==> src/hdl/wsp_pkg.sv <==
// ----------------------------------------------------------------------------
// wsp_pkg: shared types and constants of the wheel speed pi loop
// register index codes, configuration record, sequencer states and commands
// ----------------------------------------------------------------------------
`default_nettype none

package wsp_pkg;

  // default fixed point formats
  localparam int SPEED_FRAC_BITS_DEF = 12;
  localparam int ACC_FRAC_BITS_DEF   = 8;

  // count_scale and gains are Q.12
  localparam int SCALE_FRAC_BITS = 12;
  localparam int GAIN_FRAC_BITS  = 12;

  // configuration port
  localparam int CFG_ADDR_W = 3;
  localparam int CFG_DATA_W = 24;

  // shared multiplier operand and product widths
  localparam int MUL_A_W = 25;
  localparam int MUL_B_W = 18;
  localparam int PROD_W  = MUL_A_W + MUL_B_W;
  localparam int SUM_W   = PROD_W + 1;

  // filter weight of one
  localparam logic [16:0] ALPHA_ONE = 17'd65536;

  // register reset values
  localparam logic [15:0] COUNT_SCALE_RESET   = 16'd4096;
  localparam logic [14:0] SPEED_LIMIT_RESET   = 15'd8192;
  localparam logic [16:0] FILTER_ALPHA_RESET  = 17'd32768;
  localparam logic [23:0] PROP_GAIN_RESET     = 24'd4096;
  localparam logic [23:0] INTEGRAL_GAIN_RESET = 24'd4096;
  localparam logic [12:0] PWM_LIMIT_RESET     = 13'd7200;

  typedef enum logic [CFG_ADDR_W-1:0] {
    CFG_COUNT_SCALE,
    CFG_SPEED_LIMIT,
    CFG_FILTER_ALPHA,
    CFG_PROP_GAIN,
    CFG_INTEGRAL_GAIN,
    CFG_REVERSE_POLARITY,
    CFG_PWM_LIMIT
  } wsp_cfg_idx_t;

  typedef struct packed {
    logic [15:0] count_scale;
    logic [14:0] speed_limit;
    logic [16:0] filter_alpha;
    logic [23:0] prop_gain;
    logic [23:0] integral_gain;
    logic        reverse_polarity;
    logic [12:0] pwm_limit;
  } wsp_cfg_t;

  typedef enum logic [3:0] {
    ST_IDLE,
    ST_RAW,
    ST_MUL_NEW,
    ST_MUL_OLD,
    ST_FILT,
    ST_MUL_PROP,
    ST_MUL_INT,
    ST_ACC,
    ST_OUT
  } wsp_state_t;

  typedef enum logic [2:0] {
    MUL_COUNT,
    MUL_NEW,
    MUL_OLD,
    MUL_PROP,
    MUL_INT
  } wsp_mul_sel_t;

  typedef enum logic {
    SUM_FILT,
    SUM_INC
  } wsp_sum_sel_t;

  typedef struct packed {
    logic         load_in;
    logic         mul_en;
    wsp_mul_sel_t mul_sel;
    logic         raw_en;
    logic         sum_en;
    wsp_sum_sel_t sum_sel;
    logic         filt_en;
    logic         acc_en;
    logic         out_load;
  } wsp_cmd_t;

  typedef struct packed {
    logic out_hold;
  } wsp_status_t;

endpackage

`default_nettype wire

==> src/hdl/wsp_cfg_regs.sv <==
// ----------------------------------------------------------------------------
// wsp_cfg_regs: configuration register file
// seven write-only registers, low bits of the write data are kept
// ----------------------------------------------------------------------------
`default_nettype none

module wsp_cfg_regs (
  input  wire logic                           clk,
  input  wire logic                           rst,
  input  wire logic                           cfg_we,
  input  wire logic [wsp_pkg::CFG_ADDR_W-1:0] cfg_addr,
  input  wire logic [wsp_pkg::CFG_DATA_W-1:0] cfg_wdata,
  output wsp_pkg::wsp_cfg_t                   cfg
);
  import wsp_pkg::*;

  always_ff @(posedge clk) begin
    if (rst) begin
      cfg.count_scale      <= COUNT_SCALE_RESET;
      cfg.speed_limit      <= SPEED_LIMIT_RESET;
      cfg.filter_alpha     <= FILTER_ALPHA_RESET;
      cfg.prop_gain        <= PROP_GAIN_RESET;
      cfg.integral_gain    <= INTEGRAL_GAIN_RESET;
      cfg.reverse_polarity <= 1'b0;
      cfg.pwm_limit        <= PWM_LIMIT_RESET;
    end else if (cfg_we) begin
      case (wsp_cfg_idx_t'(cfg_addr))
        CFG_COUNT_SCALE:      cfg.count_scale      <= cfg_wdata[15:0];
        CFG_SPEED_LIMIT:      cfg.speed_limit      <= cfg_wdata[14:0];
        CFG_FILTER_ALPHA:     cfg.filter_alpha     <= cfg_wdata[16:0];
        CFG_PROP_GAIN:        cfg.prop_gain        <= cfg_wdata[23:0];
        CFG_INTEGRAL_GAIN:    cfg.integral_gain    <= cfg_wdata[23:0];
        CFG_REVERSE_POLARITY: cfg.reverse_polarity <= cfg_wdata[0];
        CFG_PWM_LIMIT:        cfg.pwm_limit        <= cfg_wdata[12:0];
        default: ;
      endcase
    end
  end

endmodule

`default_nettype wire

==> config.mk <==
export PLATFORM = sky130hd
export DESIGN_NAME = wsp_cfg_regs
export DESIGN_NICKNAME = d
export VERILOG_FILES = /design/src/hdl/wsp_pkg.sv /design/src/hdl/wsp_cfg_regs.sv
export SDC_FILE = /design/constraint.sdc
export NUM_CORES = 1
export LEC_CHECK = 0
export ABC_CLOCK_PERIOD_IN_PS = 1300
export BUFFER_PORTS_ARGS = -buffer_cell sky130_fd_sc_hd__buf_2
export CORE_AREA = 2 2 114 116
export DETAILED_ROUTE_END_ITERATION = 8
export DIE_AREA = 0 0 116 118
export PLACE_DENSITY = 0.63
export SLEW_MARGIN = 30
export SYNTH_ARGS = -nofsm -noshare
export SYNTH_HDL_FRONTEND = slang
export SYNTH_SLANG_ARGS = --single-unit
==> constraint.sdc <==
create_clock -name clk -period 1.3 [get_ports clk]
set_clock_uncertainty 0.05 [all_clocks]
set_input_delay 0.065 -clock clk [delete_from_list [all_inputs] [get_ports clk]]
set_output_delay 0.065 -clock clk [all_outputs]
set_load 0.03 [all_outputs]
# == After elaboration in Yosys (flattened, before gate mapping) ==
# Index checks and enable logic that the tools add are counted.
# classes
n_eq_ne,6
n_reduce_logical,8
# ops
cell,n
AND reduction 2 bit,7
equality test 3 bit (second input constant),3
equality test 3 x 2 -> 1 bit (second input constant),2
equality test 3 x 1 -> 1 bit (second input constant),1
logical NOT 3 bit,1
# word_totals
ff_bits,110
wordCells,21

# == Depth between registers and ports, before layout ==
# logic_depth
depth_word,2
depth_mapped,5
mapped_depth_nobuf,2

# == Least setup slack after synthesis ==
# Ideal clock, no wire load.
# synth_path
kind,input port to flip-flop
from,input cfg_addr[1] (netlist bit)
to,register cfg[106] (netlist bit)
setup_slack_ns,0.017
t_arrival_ns,1.107
setup_time_ns,0.126
t_required_ns,1.124
stages,5
cell_sequence,buf_2 -> or4b_4 -> buf_6 -> buf_12 -> mux2i_1
# synth_via
elab_chain_len,2
# synth_rtl
element,line,rtl
start: declaration,wsp_cfg_regs.sv:11,"input wire logic [wsp_pkg::CFG_ADDR_W-1:0] cfg_addr,"
logical NOT 3 bit,wsp_cfg_regs.sv:27,case (wsp_cfg_idx_t'(cfg_addr))
AND reduction 2 bit (no source line),--,
end: declaration,wsp_cfg_regs.sv:13,output wsp_pkg::wsp_cfg_t cfg
# Every way passes these cells.
# A chain may end at the register's enable or synchronous reset.

# == Worst setup path in the final report ==
# layout_path
from,register cfg[5] (netlist bit)
to,output cfg[5] (netlist bit)
# No word-level cell between the ends.

==> out/results.ini <==
[status]
status = completed

[pwr]
finalPower_mw = 7.02
ir_drop_mv = 0.620
leakage_nw = 2.96
powerDensity_mw_per_mm2 = 1210

[cts]
cts_tree = built
insertion_delay_ps = 340
ctsResizeCount = 0
cts-htree-levels = 3
clock-sinks = 110
cts_buffers = 9
clk_pin_slew_ps = 70
cts-root-to-sink-buffers = 2
clockRootBuffer = clkbuf_16
cts_setup_buffers = 0

[sta]
max-slew-margin-rel = 0.778
worst-slew-pin-transition_ps = 331
tns_ps = 0
final_hold_viol_count = 0
maxSlewViolCount = 0
fin_crit_sh = 0.788
setup_viol = 0
rsz0062_at_grt = false
max_freq_mhz = 976
min_period_ps = 1020

[worst_hold_path]
hp-start = cfg_wdata[6]
holdCritPathClass = in2reg

[finish]
final_layout_size_suffix_gt1_frac = 0.312
fillCellCount = 1197
reg_top3 = cfg (110)
syn_to_final_growth_pct = 31.4
largest_reg_flops = 110
antennaDiodeCount = 0
regMostFlops = cfg
layout_commonest_cell = buf_2
final_cell_mix = 138 x buf_2, 125 x nand2b_1, 110 x mux2i_1, 110 x dfxtp_1, 15 x nor2_1
final_nets = 580
seq_area_sq_mm = 0.00220
multi_input_comb_area_sq_mm = 0.00206

[die]
die_h_microns = 118
die_area_sq_mm = 0.0137
core_sq_mm = 0.0124
io_pins = 140
rows = 41
start_util = 0.356
die_w_microns = 116

[worst_setup_path]
arrival_ps = 910
r2r_start = cfg[5]
cp-start-kind = register
slowest_delay_ps = 360
critPathKind = reg2out
crit_chain = buf_2
path_buf_inv = 1
critPathLaunch = cfg[5]
crit_slowest_cell = dfxtp_1
crit_fanout = 2
crit_family = flip-flops
endpoint_kind = output pin
cp.required_ps = 1190

[detailed_routing]
drt_iter0_drc = 133
vias = 3285
routedWlPerCell_microns = 14.8
drt_first_pass_iters = 4
vias_per_cell = 4.52
route.antenna.remaining_nets = 0
drcViolationCount = 0
drt-total-wl_mm = 10.8

[placement]
hpwl_mm = 7.43
finalWeightedCongestion = 0.767
port_buffers = 139

[global_routing]
grt_antenna_before_repair = 1
grt_pass1_wl_mm = 17.0
grt_remaining_overflow = 0
grt_pass1_vias = 3223
grtUsageTotal = 0.159
grt_max_degree = 75

[yosys]
syn_inst = 402
synth_area_sq_mm = 0.00442
avgSynthCellArea_sq_um = 11.0
ys_seq_area_frac = 0.499
yosysUniqueCellTypes = 15
syn_nets = 432
ys_ff_latch = 110
yosysWarnings = 0

[flow_run]
drv_cap = 0

stage by stage:
step,area [sq um],hold WS (ps),utilization,worst slack [ps],instances
3_3_place_gp,5350,291,0.431,33.0,697
4_1_cts,5800,58.7,0.467,260,727
5_1_grt,5800,83.6,0.467,231,727
6_report,5800,67.5,0.467,275,727
3_5_place_dp,5350,312,0.431,11.5,697
2_1_floorplan,4420,182,-,17.1,402
worst reg2reg max path, cell delays in order, from the launching register on:
cell and delay (ps):
dfxtp_1 330, nor2_1 120, mux2i_1 80
cells by family (layout without fill, tap and decap cells):
logic type | count (synthesis) | in the layout | share of synthesized area
flip-flops | 110 | 110 | 0.499
AND/OR/NAND/NOR | 150 | 150 | 0.214
multiplexers | 110 | 110 | 0.249
buffers and inverters | 32 | 185 | 0.0383
power by group:
part           total (mW)  switching (mW)  internal [mW]  leakage [nW]
combinational       0.689           0.398          0.291          1.91
clock                2.85            1.19           1.66         0.153
sequential           3.48          0.0387           3.44         0.891
total                7.02            1.63           5.39          2.96
synthesized netlist by cell type:
library cell | count | area, sq um
nand2b_1 | 125 | 782
dfxtp_1 | 110 | 2200
mux2i_1 | 110 | 1100
clkbuf_1 | 17 | 63.8
nor2_1 | 15 | 56.3
buf_2 | 11 | 55.1
nand4b_1 | 3 | 26.3
and4b_1 | 2 | 20.0
buf_6 | 2 | 22.5
nand4bb_1 | 2 | 22.5
and4bb_2 | 1 | 12.5
buf_12 | 1 | 20.0
buf_4 | 1 | 7.51
nor4bb_1 | 1 | 10.0
or4b_4 | 1 | 13.8
cell type report:
class                      instances  area share
sequential                       110       0.379
tap                              172      0.0371
clock buffer                      14      0.0472
timing repair buffer             169       0.174
clock inverter                     2     0.00668
multi-input combinational        260       0.356
final timing paths:
| check | endpoint | slack, ps | cells past startpoint |
|---|---|---|---|
| max | cfg[5] | 280 | 1 |
| min | cfg[44] | 70 | 3 |
| max reg2reg | cfg[5] | 610 | 2 |
| min reg2reg | cfg[54] | 420 | 2 |
per-layer routing:
metal / vias to the layer above / global-route usage / share of wire
met5: - / 0 / 0.0012
met4: 2 / 0.0499 / 0.014
met3: 12 / 0.0458 / 0.055
met2: 89 / 0.257 / 0.47
met1: 1562 / 0.204 / 0.46
li1: 1620 / - / -
what timing repair did:
action | CTS | global route
endpoints found under the hold margin | 24 | 0
endpoints found under the setup margin | 0 | 0
hold buffers | 14 | 0
Power figures use the tool's default switching activity.
