$ cat src/hdl/wsp_pkg.sv
// ----------------------------------------------------------------------------
// wsp_pkg: shared types and constants of the wheel speed pi loop
// register index codes, configuration record, sequencer states and commands
// ----------------------------------------------------------------------------
`default_nettype none

package wsp_pkg;

  // default fixed point formats
  localparam int SPEED_FRAC_BITS_DEF = 12;
  localparam int ACC_FRAC_BITS_DEF   = 8;

  // count_scale and gains are Q.12
  localparam int SCALE_FRAC_BITS = 12;
  localparam int GAIN_FRAC_BITS  = 12;

  // configuration port
  localparam int CFG_ADDR_W = 3;
  localparam int CFG_DATA_W = 24;

  // shared multiplier operand and product widths
  localparam int MUL_A_W = 25;
  localparam int MUL_B_W = 18;
  localparam int PROD_W  = MUL_A_W + MUL_B_W;
  localparam int SUM_W   = PROD_W + 1;

  // filter weight of one
  localparam logic [16:0] ALPHA_ONE = 17'd65536;

  // register reset values
  localparam logic [15:0] COUNT_SCALE_RESET   = 16'd4096;
  localparam logic [14:0] SPEED_LIMIT_RESET   = 15'd8192;
  localparam logic [16:0] FILTER_ALPHA_RESET  = 17'd32768;
  localparam logic [23:0] PROP_GAIN_RESET     = 24'd4096;
  localparam logic [23:0] INTEGRAL_GAIN_RESET = 24'd4096;
  localparam logic [12:0] PWM_LIMIT_RESET     = 13'd7200;

  typedef enum logic [CFG_ADDR_W-1:0] {
    CFG_COUNT_SCALE,
    CFG_SPEED_LIMIT,
    CFG_FILTER_ALPHA,
    CFG_PROP_GAIN,
    CFG_INTEGRAL_GAIN,
    CFG_REVERSE_POLARITY,
    CFG_PWM_LIMIT
  } wsp_cfg_idx_t;

  typedef struct packed {
    logic [15:0] count_scale;
    logic [14:0] speed_limit;
    logic [16:0] filter_alpha;
    logic [23:0] prop_gain;
    logic [23:0] integral_gain;
    logic        reverse_polarity;
    logic [12:0] pwm_limit;
  } wsp_cfg_t;

  typedef enum logic [3:0] {
    ST_IDLE,
    ST_RAW,
    ST_MUL_NEW,
    ST_MUL_OLD,
    ST_FILT,
    ST_MUL_PROP,
    ST_MUL_INT,
    ST_ACC,
    ST_OUT
  } wsp_state_t;

  typedef enum logic [2:0] {
    MUL_COUNT,
    MUL_NEW,
    MUL_OLD,
    MUL_PROP,
    MUL_INT
  } wsp_mul_sel_t;

  typedef enum logic {
    SUM_FILT,
    SUM_INC
  } wsp_sum_sel_t;

  typedef struct packed {
    logic         load_in;
    logic         mul_en;
    wsp_mul_sel_t mul_sel;
    logic         raw_en;
    logic         sum_en;
    wsp_sum_sel_t sum_sel;
    logic         filt_en;
    logic         acc_en;
    logic         out_load;
  } wsp_cmd_t;

  typedef struct packed {
    logic out_hold;
  } wsp_status_t;

endpackage

`default_nettype wire

$ cat src/hdl/wsp_ctrl.sv
// ----------------------------------------------------------------------------
// wsp_ctrl: sequencer of the speed loop
// steps one item through the shared multiplier and the update stages
// ----------------------------------------------------------------------------
`default_nettype none

module wsp_ctrl (
  input  wire logic                 clk,
  input  wire logic                 rst,
  input  wire logic                 in_valid,
  output logic                      in_ready,
  input  wsp_pkg::wsp_status_t      status,
  output wsp_pkg::wsp_cmd_t         cmd
);
  import wsp_pkg::*;

  wsp_state_t state;
  wsp_state_t state_next;

  always_ff @(posedge clk) begin
    if (rst) begin
      state <= ST_IDLE;
    end else begin
      state <= state_next;
    end
  end

  always_comb begin
    state_next = state;
    case (state)
      ST_IDLE:     if (in_valid) state_next = ST_RAW;
      ST_RAW:      state_next = ST_MUL_NEW;
      ST_MUL_NEW:  state_next = ST_MUL_OLD;
      ST_MUL_OLD:  state_next = ST_FILT;
      ST_FILT:     state_next = ST_MUL_PROP;
      ST_MUL_PROP: state_next = ST_MUL_INT;
      ST_MUL_INT:  state_next = ST_ACC;
      ST_ACC:      state_next = ST_OUT;
      ST_OUT:      if (!status.out_hold) state_next = ST_IDLE;
      default:     state_next = ST_IDLE;
    endcase
  end

  always_comb begin
    cmd      = '0;
    in_ready = 1'b0;
    case (state)
      ST_IDLE: begin
        // nothing is taken while reset is held
        in_ready = !rst;
        if (in_valid && !rst) begin
          cmd.load_in = 1'b1;
          cmd.mul_en  = 1'b1;
          cmd.mul_sel = MUL_COUNT;
        end
      end
      ST_RAW: begin
        cmd.raw_en = 1'b1;
      end
      ST_MUL_NEW: begin
        cmd.mul_en  = 1'b1;
        cmd.mul_sel = MUL_NEW;
      end
      ST_MUL_OLD: begin
        cmd.mul_en  = 1'b1;
        cmd.mul_sel = MUL_OLD;
        cmd.sum_en  = 1'b1;
        cmd.sum_sel = SUM_FILT;
      end
      ST_FILT: begin
        cmd.filt_en = 1'b1;
      end
      ST_MUL_PROP: begin
        cmd.mul_en  = 1'b1;
        cmd.mul_sel = MUL_PROP;
      end
      ST_MUL_INT: begin
        cmd.mul_en  = 1'b1;
        cmd.mul_sel = MUL_INT;
        cmd.sum_en  = 1'b1;
        cmd.sum_sel = SUM_INC;
      end
      ST_ACC: begin
        cmd.acc_en = 1'b1;
      end
      ST_OUT: begin
        cmd.out_load = !status.out_hold;
      end
      default: ;
    endcase
  end

endmodule

`default_nettype wire

$ cat config.mk
export PLATFORM = sky130hd
export DESIGN_NAME = wsp_ctrl
export DESIGN_NICKNAME = d
export VERILOG_FILES = /design/src/hdl/wsp_pkg.sv /design/src/hdl/wsp_ctrl.sv
export SDC_FILE = /design/constraint.sdc
export NUM_CORES = 1
export LEC_CHECK = 0
export BUFFER_PORTS_ARGS = -buffer_cell sky130_fd_sc_hd__buf_2
export CORE_AREA = 2 2 39 41
export CTS_BUF_LIST = sky130_fd_sc_hd__clkbuf_16
export DETAILED_ROUTE_END_ITERATION = 10
export DIE_AREA = 0 0 41 43
export SKIP_CTS_REPAIR_TIMING = 1
export SKIP_LAST_GASP = 1
export SYNTH_ARGS = -nofsm -noshare
export SYNTH_HDL_FRONTEND = slang
export SYNTH_SLANG_ARGS = --single-unit
$ cat constraint.sdc
create_clock -name clk -period 1.4 [get_ports clk]
set_clock_uncertainty 0.05 [all_clocks]
set_input_delay 0.07 -clock clk [delete_from_list [all_inputs] [get_ports clk]]
set_output_delay 0.07 -clock clk [all_outputs]
set_load 0.05 [all_outputs]
After elaboration in Yosys (flattened, before gate mapping):

Index checks and enable logic that the tools add are counted.

* output and inout bits: 12
* bits in registers: 4
* bits of input ports: 4
* word-level logic and storage cells: 28

* multiplexer cells: 12
* reductions and logical operators: 5
* equal/unequal tests: 10

Operators with widths (number)
* case mux 4 bit (9 select lines): 1
* case mux 4 bit (5 select lines): 1
* equality test 4 x 3 -> 1 bit (second input constant): 4
* equality test 4 x 2 -> 1 bit (second input constant): 2
* two-way mux 4 bit: 2
* two-way mux 1 bit: 6
* two-way mux 5 bit: 1
* equality test 4 x 1 -> 1 bit (second input constant): 1
* equality test 4 bit (second input constant): 1
* zero test 4 bit: 1
* != test 2 bit (second input constant): 2
* case mux 2 bit (2 select lines): 1
* zero test 1 bit: 2
* AND reduction 2 bit: 1
* logical AND 1 bit: 1

Depth between registers and ports, before layout:

Gate-level depths: netlist (run 1).

* depth in word-level cells: 4
* gate-level depth with buffers: 3
* mapped depth without buffers: 2

Worst setup path before layout (run 1):

No wires, ideal clock.

* path type: reg-to-output
* start point: register state[2]
* end point: output cmd[2] in the netlist's numbering
* data arrival time: 2199 ps
* path buffers: 1
* data required time: 1280 ps
* cell stages (with the launch flop): 3
* path slack: -919 ps
* path through: dfxtp_1 > buf_2 > nor4b_1

RTL lines
* start: declaration: line wsp_ctrl.sv:17 `wsp_state_t state;`
* start signal: assignment: line wsp_ctrl.sv:24 `state <= state_next;`
* end: declaration: line wsp_ctrl.sv:13 `output wsp_pkg::wsp_cmd_t cmd`

==> flow_metrics.py, run 1 <==
metrics = {
    "finish": {
        "nets": 70,
        "regMostFlops": "state",
        "synthToLayoutAreaGrowth_pct": 136,
        "top_regs": "state x4",
        "largest_register_ffs": 4,
        "final_common_cell": "buf_6",
        "final_cell_mix": "buf_6 (12), buf_4 (7), clkbuf_16 (3), buf_2 (3), buf_8 (3)",
        "fin_util_pct": 58.1,
        "n_antenna_cell": 0,
        "layout-drive-gt1-share_pct": 79.7,
    },
    "logic_synthesis": {
        "syn_nets": 44,
        "synth_edf_count": 0,
        "synth_seq_area_share_pct": 23.5,
        "async_reset_ff_share_pct": 0,
        "synth_area_um2": 340,
        "synth_cell_types": 23,
        "ys_warn_count": 0,
        "synth_top_area_share_pct": 23.5,
        "ys.flop_type": "dfxtp_1",
        "synth_area_leader_cell": "dfxtp_1",
        "synthCells": 40,
        "syn_area_per_cell_um2": 8.51,
        "ys_top_cells_by_area": "dfxtp_1 (24%), xnor2_1 (7.7%), a21bo_2 (5.9%)",
        "synth-seq-cells": 4,
    },
    "timing": {
        "fin_crit_sh_pct": 111,
        "tightestPinTransition_ns": 0.238,
        "rsz0062_at_grt": "yes",
        "maxSlewHeadroom_pct": 84.1,
        "min_period_ns": 1.55,
        "setup_slack_ns": -0.148,
        "fmax_mhz": 646,
        "setup_viol_count_final": 6,
        "hold_viol": 0,
        "maxSlewViolCount": 0,
    },
    "placed_design": {
        "gp_congestion": 0.731,
        "hpwlAfterDp_um": 676,
        "io_buffers": 15,
    },
    "detailed_routing": {
        "drc_errors": 0,
        "drt_iter0_drc": 5,
        "dr_total_vias": 398,
        "routed_wl_um": 1040,
        "drtPass1Iterations": 4,
        "drtAntennaViolNets": 0,
        "routed_via_density": 4.98,
        "avgRoutedWirePerCell_um": 13.0,
    },
    "floorplanning": {
        "die-area_mm2": 0.00176,
        "start_util_pct": 24.6,
        "fp.dieH_um": 43,
        "chipWidth_um": 41,
        "placementRows": 14,
        "ios": 16,
        "core_area_mm2": 0.00138,
    },
    "global_routing": {
        "grt_pass1_wl_um": 1550,
        "first_global_vias": 363,
        "track_usage_pct": 14.1,
        "grt_overflow": 0,
        "antenna_found_initial": 0,
        "grt_start_max_net_pins": 13,
    },
    "power_and_ir_drop": {
        "report.power.total_uw": 927,
        "power_density_mw_per_mm2": 1150,
        "vdd_drop_max_uv": 1170,
        "p_leak_nw": 0.306,
    },
    "clock_network": {
        "h-tree-depth": 1,
        "cts-root-buf": "clkbuf_16",
        "path_clk_slew_ns": 0.03,
        "clock_path_buffers": 2,
        "numCtsBuffers": 3,
        "tritoncts": "built",
        "clkSinkCount": 4,
        "clock_latency_ns": 0.23,
    },
    "critical_path": {
        "end_kind": "primary output",
        "criticalPathCategory": "flop to primary output",
        "critPathLaunchType": "flop",
        "r2r_slack_ns": 0.25,
        "arrival_ns": 1.43,
        "crit_path_max_fanout": 4,
        "cp_data_required_time_ns": 1.28,
    },
    "run_status": {
        "status": "complete, but fails checks",
        "violations": "negative setup slack",
    },
    "worst_hold_path": {
        "hp-class": "primary input to flop",
    },
    "run": {
        "cap_violations": 0,
    },
}
## cell type report
cell class,count,area [µm²]
fill,109,579
inverter,1,3.75
sequential,4,82.6
clock buffer,3,75.1
timing repair buffer,25,248
multi-input combinational,31,375
tap,16,20.0
## where the power goes
group,switching [mW],internal (mW)
Sequential,0.00963,0.124
Clock,0.0832,0.365
Combinational,0.185,0.160
## logic make-up after synthesis
group,Yosys count,synth area share [%]
xor gates and xnor gates,3,7.72
AOI/OAI and AO/OA,7,17.6
buffers and inverters,5,6.98
DFF,4,23.5
and+or+nand+nor,21,44.1
## through the flow
stage / setup TNS [ns] / cell area, µm² / instances / hold WS, ns / setup slack [ns]
global placement: -0.0189 / 574 / 75 / 0.263 / -0.0189
floorplan: -0.222 / 442 / 40 / 0.138 / -0.222
global route: -0.832 / 805 / 80 / 0.0470 / -0.183
finish: -0.444 / 805 / 80 / 0.0336 / -0.148
detailed placement: -0.0522 / 574 / 75 / 0.261 / -0.0522
CTS: -1.91 / 649 / 78 / 0.0293 / -0.292
## per-layer routing
metal | wire length (µm) | vias to the layer above | global-route usage [%]
met3 | 40 | 6 | 6.28
met1 | 412 | 189 | 15.5
li1 | - | 195 | -
met4 | 43 | 0 | 10.0
met2 | 545 | 8 | 20.3
met5 | 0 | - | 0
## cell usage after synthesis (2+ instances only)
master / number
buf_2: 4
dfxtp_1: 4
nor2_1: 4
xnor2_1: 3
a21bo_2: 2
a21oi_1: 2
nand2b_1: 2
nand3b_1: 2
nor3_1: 2
nor4bb_1: 2
## path summary, 6_finish.rpt
path / from / endpoint / cells after the start
worst max-delay path: state[0]$_SDFFE_PP0P_ / cmd[9] / 3
worst min-delay path: in_valid / state[0]$_SDFFE_PP0P_ / 2
worst max register to register: state[0]$_SDFFE_PP0P_ / state[3]$_SDFFE_PP0P_ / 2
worst min register to register: state[0]$_SDFFE_PP0P_ / state[3]$_SDFFE_PP0P_ / 2
## worst max-delay path, stage by stage, from the launching register on
cell and delay, ns:
dfxtp_2 0.32, or4b_4 0.53, a31oi_4 0.18, buf_6 0.17
Note: power is estimated with default switching activity, not from simulation.
==> run 2: changes to the inputs <==
--- a/config.mk
+++ b/config.mk
@@ -5,6 +5,7 @@
 export SDC_FILE = /design/constraint.sdc
 export NUM_CORES = 1
 export LEC_CHECK = 0
+export ABC_AREA = 1
 export BUFFER_PORTS_ARGS = -buffer_cell sky130_fd_sc_hd__buf_2
 export CORE_AREA = 2 2 39 41
 export CTS_BUF_LIST = sky130_fd_sc_hd__clkbuf_16
==> run 2 against run 1 <==
Effect of this change: the flow now finishes without violations; total power shrank 12%; sequential power grew 9.7%; clock power shrank 2%; maximum frequency grew 15%; critical path depth grew 1; hold slack gained 0.0079 ns; register-to-register slack gained 0.18 ns; global-route usage shrank 4.8 points; die area is the same; setup slack gained 0.20 ns; final area shrank 35%; sequential share of layout area grew 6.4 points.
==> flow_metrics.py, run 2 <==
metrics = {
    "placed_design": {
        "dp_cells": 80,
        "gp_congestion": 0.782,
        "io_buffers": 15,
        "hpwlAfterDp_um": 568,
    },
    "timing": {
        "holdWs_ns": 0.0415,
        "maxSlewViolCount": 0,
        "setup_viol_count_final": 0,
        "fin_crit_sh_pct": 96.3,
        "min_period_ns": 1.35,
        "rsz0062_at_grt": "yes",
        "setup-tns-final_ns": 0,
        "hold_viol": 0,
        "maxSlewHeadroom_pct": 83.8,
        "tightestPinTransition_ns": 0.240,
        "fmax_mhz": 742,
    },
    "logic_synthesis": {
        "synth_seq_area_share_pct": 26.8,
        "syn_nets": 53,
        "synth_top_family_by_area": "simple AND/OR/NAND/NOR gates",
        "synth-seq-cells": 4,
        "async_reset_ff_share_pct": 0,
        "syn_area_per_cell_um2": 6.10,
        "ys.flop_type": "dfxtp_1",
        "synth_cell_types": 13,
        "synthCells": 49,
        "synth.mux.area_fraction_pct": 0,
        "synth_most_common_cell": "nand2_1",
        "synth_area_leader_cell": "dfxtp_1",
        "synth_top_area_share_pct": 26.8,
        "synthTopCellsByCount": "nand2_1 (10), nor2_1 (7), inv_1 (6)",
        "yosys.area_share.simple_pct": 55.6,
        "synth_adder_area_share_pct": 0,
        "synth-xor-area-share_pct": 0,
        "synth_area_um2": 299,
        "ys_warn_count": 0,
        "synth_edf_count": 0,
        "synth_compound_area_share_pct": 6.28,
        "ys_top_cells_by_area": "dfxtp_1 (27%), nand2_1 (13%), nor2_1 (8.8%)",
    },
    "run_status": {
        "status": "finished, final reports clean",
    },
    "power_and_ir_drop": {
        "vdd_drop_max_uv": 862,
        "p_leak_nw": 0.279,
        "power_density_mw_per_mm2": 1550,
        "report.power.total_uw": 815,
    },
    "finish": {
        "fillers": 159,
        "nets": 73,
        "synthToLayoutAreaGrowth_pct": 75.7,
        "final_cell_mix": "buf_2 (11), nand2_1 (8), nor2_1 (6), inv_1 (5), nand2_2 (5)",
        "stdcell_count": 83,
        "regMostFlops": "state",
        "regArea_um2": 87.6,
        "layout-drive-gt1-share_pct": 61.2,
        "final_common_cell": "buf_2",
        "n_antenna_cell": 0,
        "top_regs": "state x4",
        "largest_register_ffs": 4,
        "multiInputGateArea_um2": 220,
        "fin_util_pct": 38.0,
    },
    "clock_network": {
        "clock_latency_ns": 0.22,
        "tritoncts": "built",
        "clkSinkCount": 4,
        "cts-root-buf": "clkbuf_16",
        "h-tree-depth": 1,
        "numCtsBuffers": 3,
        "clock_path_buffers": 2,
        "path_clk_slew_ns": 0.03,
    },
    "critical_path": {
        "worstSetupStartpoint": "state[1]$_SDFFE_PP0P_",
        "cp_slowest_stage_delay_ns": 0.36,
        "criticalPathCategory": "flop to primary output",
        "rr_startpoint": "state[1]$_SDFFE_PP0P_",
        "cp_data_required_time_ns": 1.28,
        "arrival_ns": 1.23,
        "crit_path_max_fanout": 7,
        "critPathLaunchType": "flop",
        "end_kind": "primary output",
        "r2r_slack_ns": 0.43,
        "path_cells": "nor2_4, nand2_2, nor2_4, buf_2",
        "path_common_cell": "nor2_4",
        "critPathSlowestCell": "dfxtp_2",
    },
    "global_routing": {
        "antenna_found_initial": 0,
        "first_global_vias": 289,
        "grt_overflow": 0,
        "grt_pass1_wl_um": 1130,
        "grt_start_max_net_pins": 8,
        "track_usage_pct": 9.24,
    },
    "floorplanning": {
        "chipWidth_um": 41,
        "ios": 16,
        "core_area_mm2": 0.00138,
        "die-area_mm2": 0.00176,
        "fp.dieH_um": 43,
        "placementRows": 14,
        "start_util_pct": 21.6,
    },
    "detailed_routing": {
        "dr_total_vias": 350,
        "drc_errors": 0,
        "drtAntennaViolNets": 0,
        "routed_via_density": 4.22,
        "drtPass1Iterations": 4,
        "drt_iter0_drc": 5,
        "routed_wl_um": 776,
        "avgRoutedWirePerCell_um": 9.35,
    },
    "run": {
        "cap_violations": 0,
    },
    "worst_hold_path": {
        "hold_start": "rst",
        "hp-class": "primary input to flop",
    },
}
[run 2: cell types whose count changed after synthesis, sizes merged, moves of 3 or more]
cell and delta:
inv +8, xnor2 -3, buf -4, nand3 +4, nor2 +9, nand2 +13
[run 2: final timing paths]
| path | depth (start not counted) | end |
|---|---|---|
| max reg2reg | 4 | state[3]$_SDFFE_PP0P_ |
| max | 4 | cmd[10] |
| min | 2 | state[0]$_SDFFE_PP0P_ |
| min reg2reg | 1 | state[1]$_SDFFE_PP0P_ |
[run 2: power breakdown]
group / internal, mW / total [mW] / switching [mW]
registers: 0.126 / 0.147 / 0.0211
logic: 0.0671 / 0.231 / 0.164
clock network: 0.364 / 0.437 / 0.0727
total: 0.557 / 0.815 / 0.258
[run 2: kinds of logic (layout without fill, tap and decap cells)]
family / count (synthesis) / after routing
buffers and inverters: 9 / 27
and+or+nand+nor: 33 / 33
DFF: 4 / 4
AOI/OAI and AO/OA: 3 / 3
[run 2: cell type report]
type,count,area share [%]
multi-input cells,36,41.9
repair buffers,15,16.9
flip-flops and latches,4,16.7
clock buffers,3,14.3
inverters,9,6.43
well taps,16,3.81
[run 2: per-stage QoR]
step | cell area [µm²] | worst slack, ns
final | 526 | 0.0520
after global routing | 526 | -0.0494
after CTS | 489 | -0.137
after detailed placement | 414 | 0.106
after global placement | 414 | 0.102
after floorplan | 319 | -0.00776
[run 2: routing by layer]
metal,up-vias,share of wire [%],GRT usage [%]
met5,-,0,0
met2,10,52,13.4
li1,187,-,-
met1,153,44,11.9
met3,0,4.5,1.57
met4,0,0,6.00
[run 2: worst max-delay path, delay by kind of cell, from the launching register on]
kind | cells | cell delay [ns]
DFF | 1 | 0.36
buffers and inverters | 1 | 0.26
and+or+nand+nor | 3 | 0.38
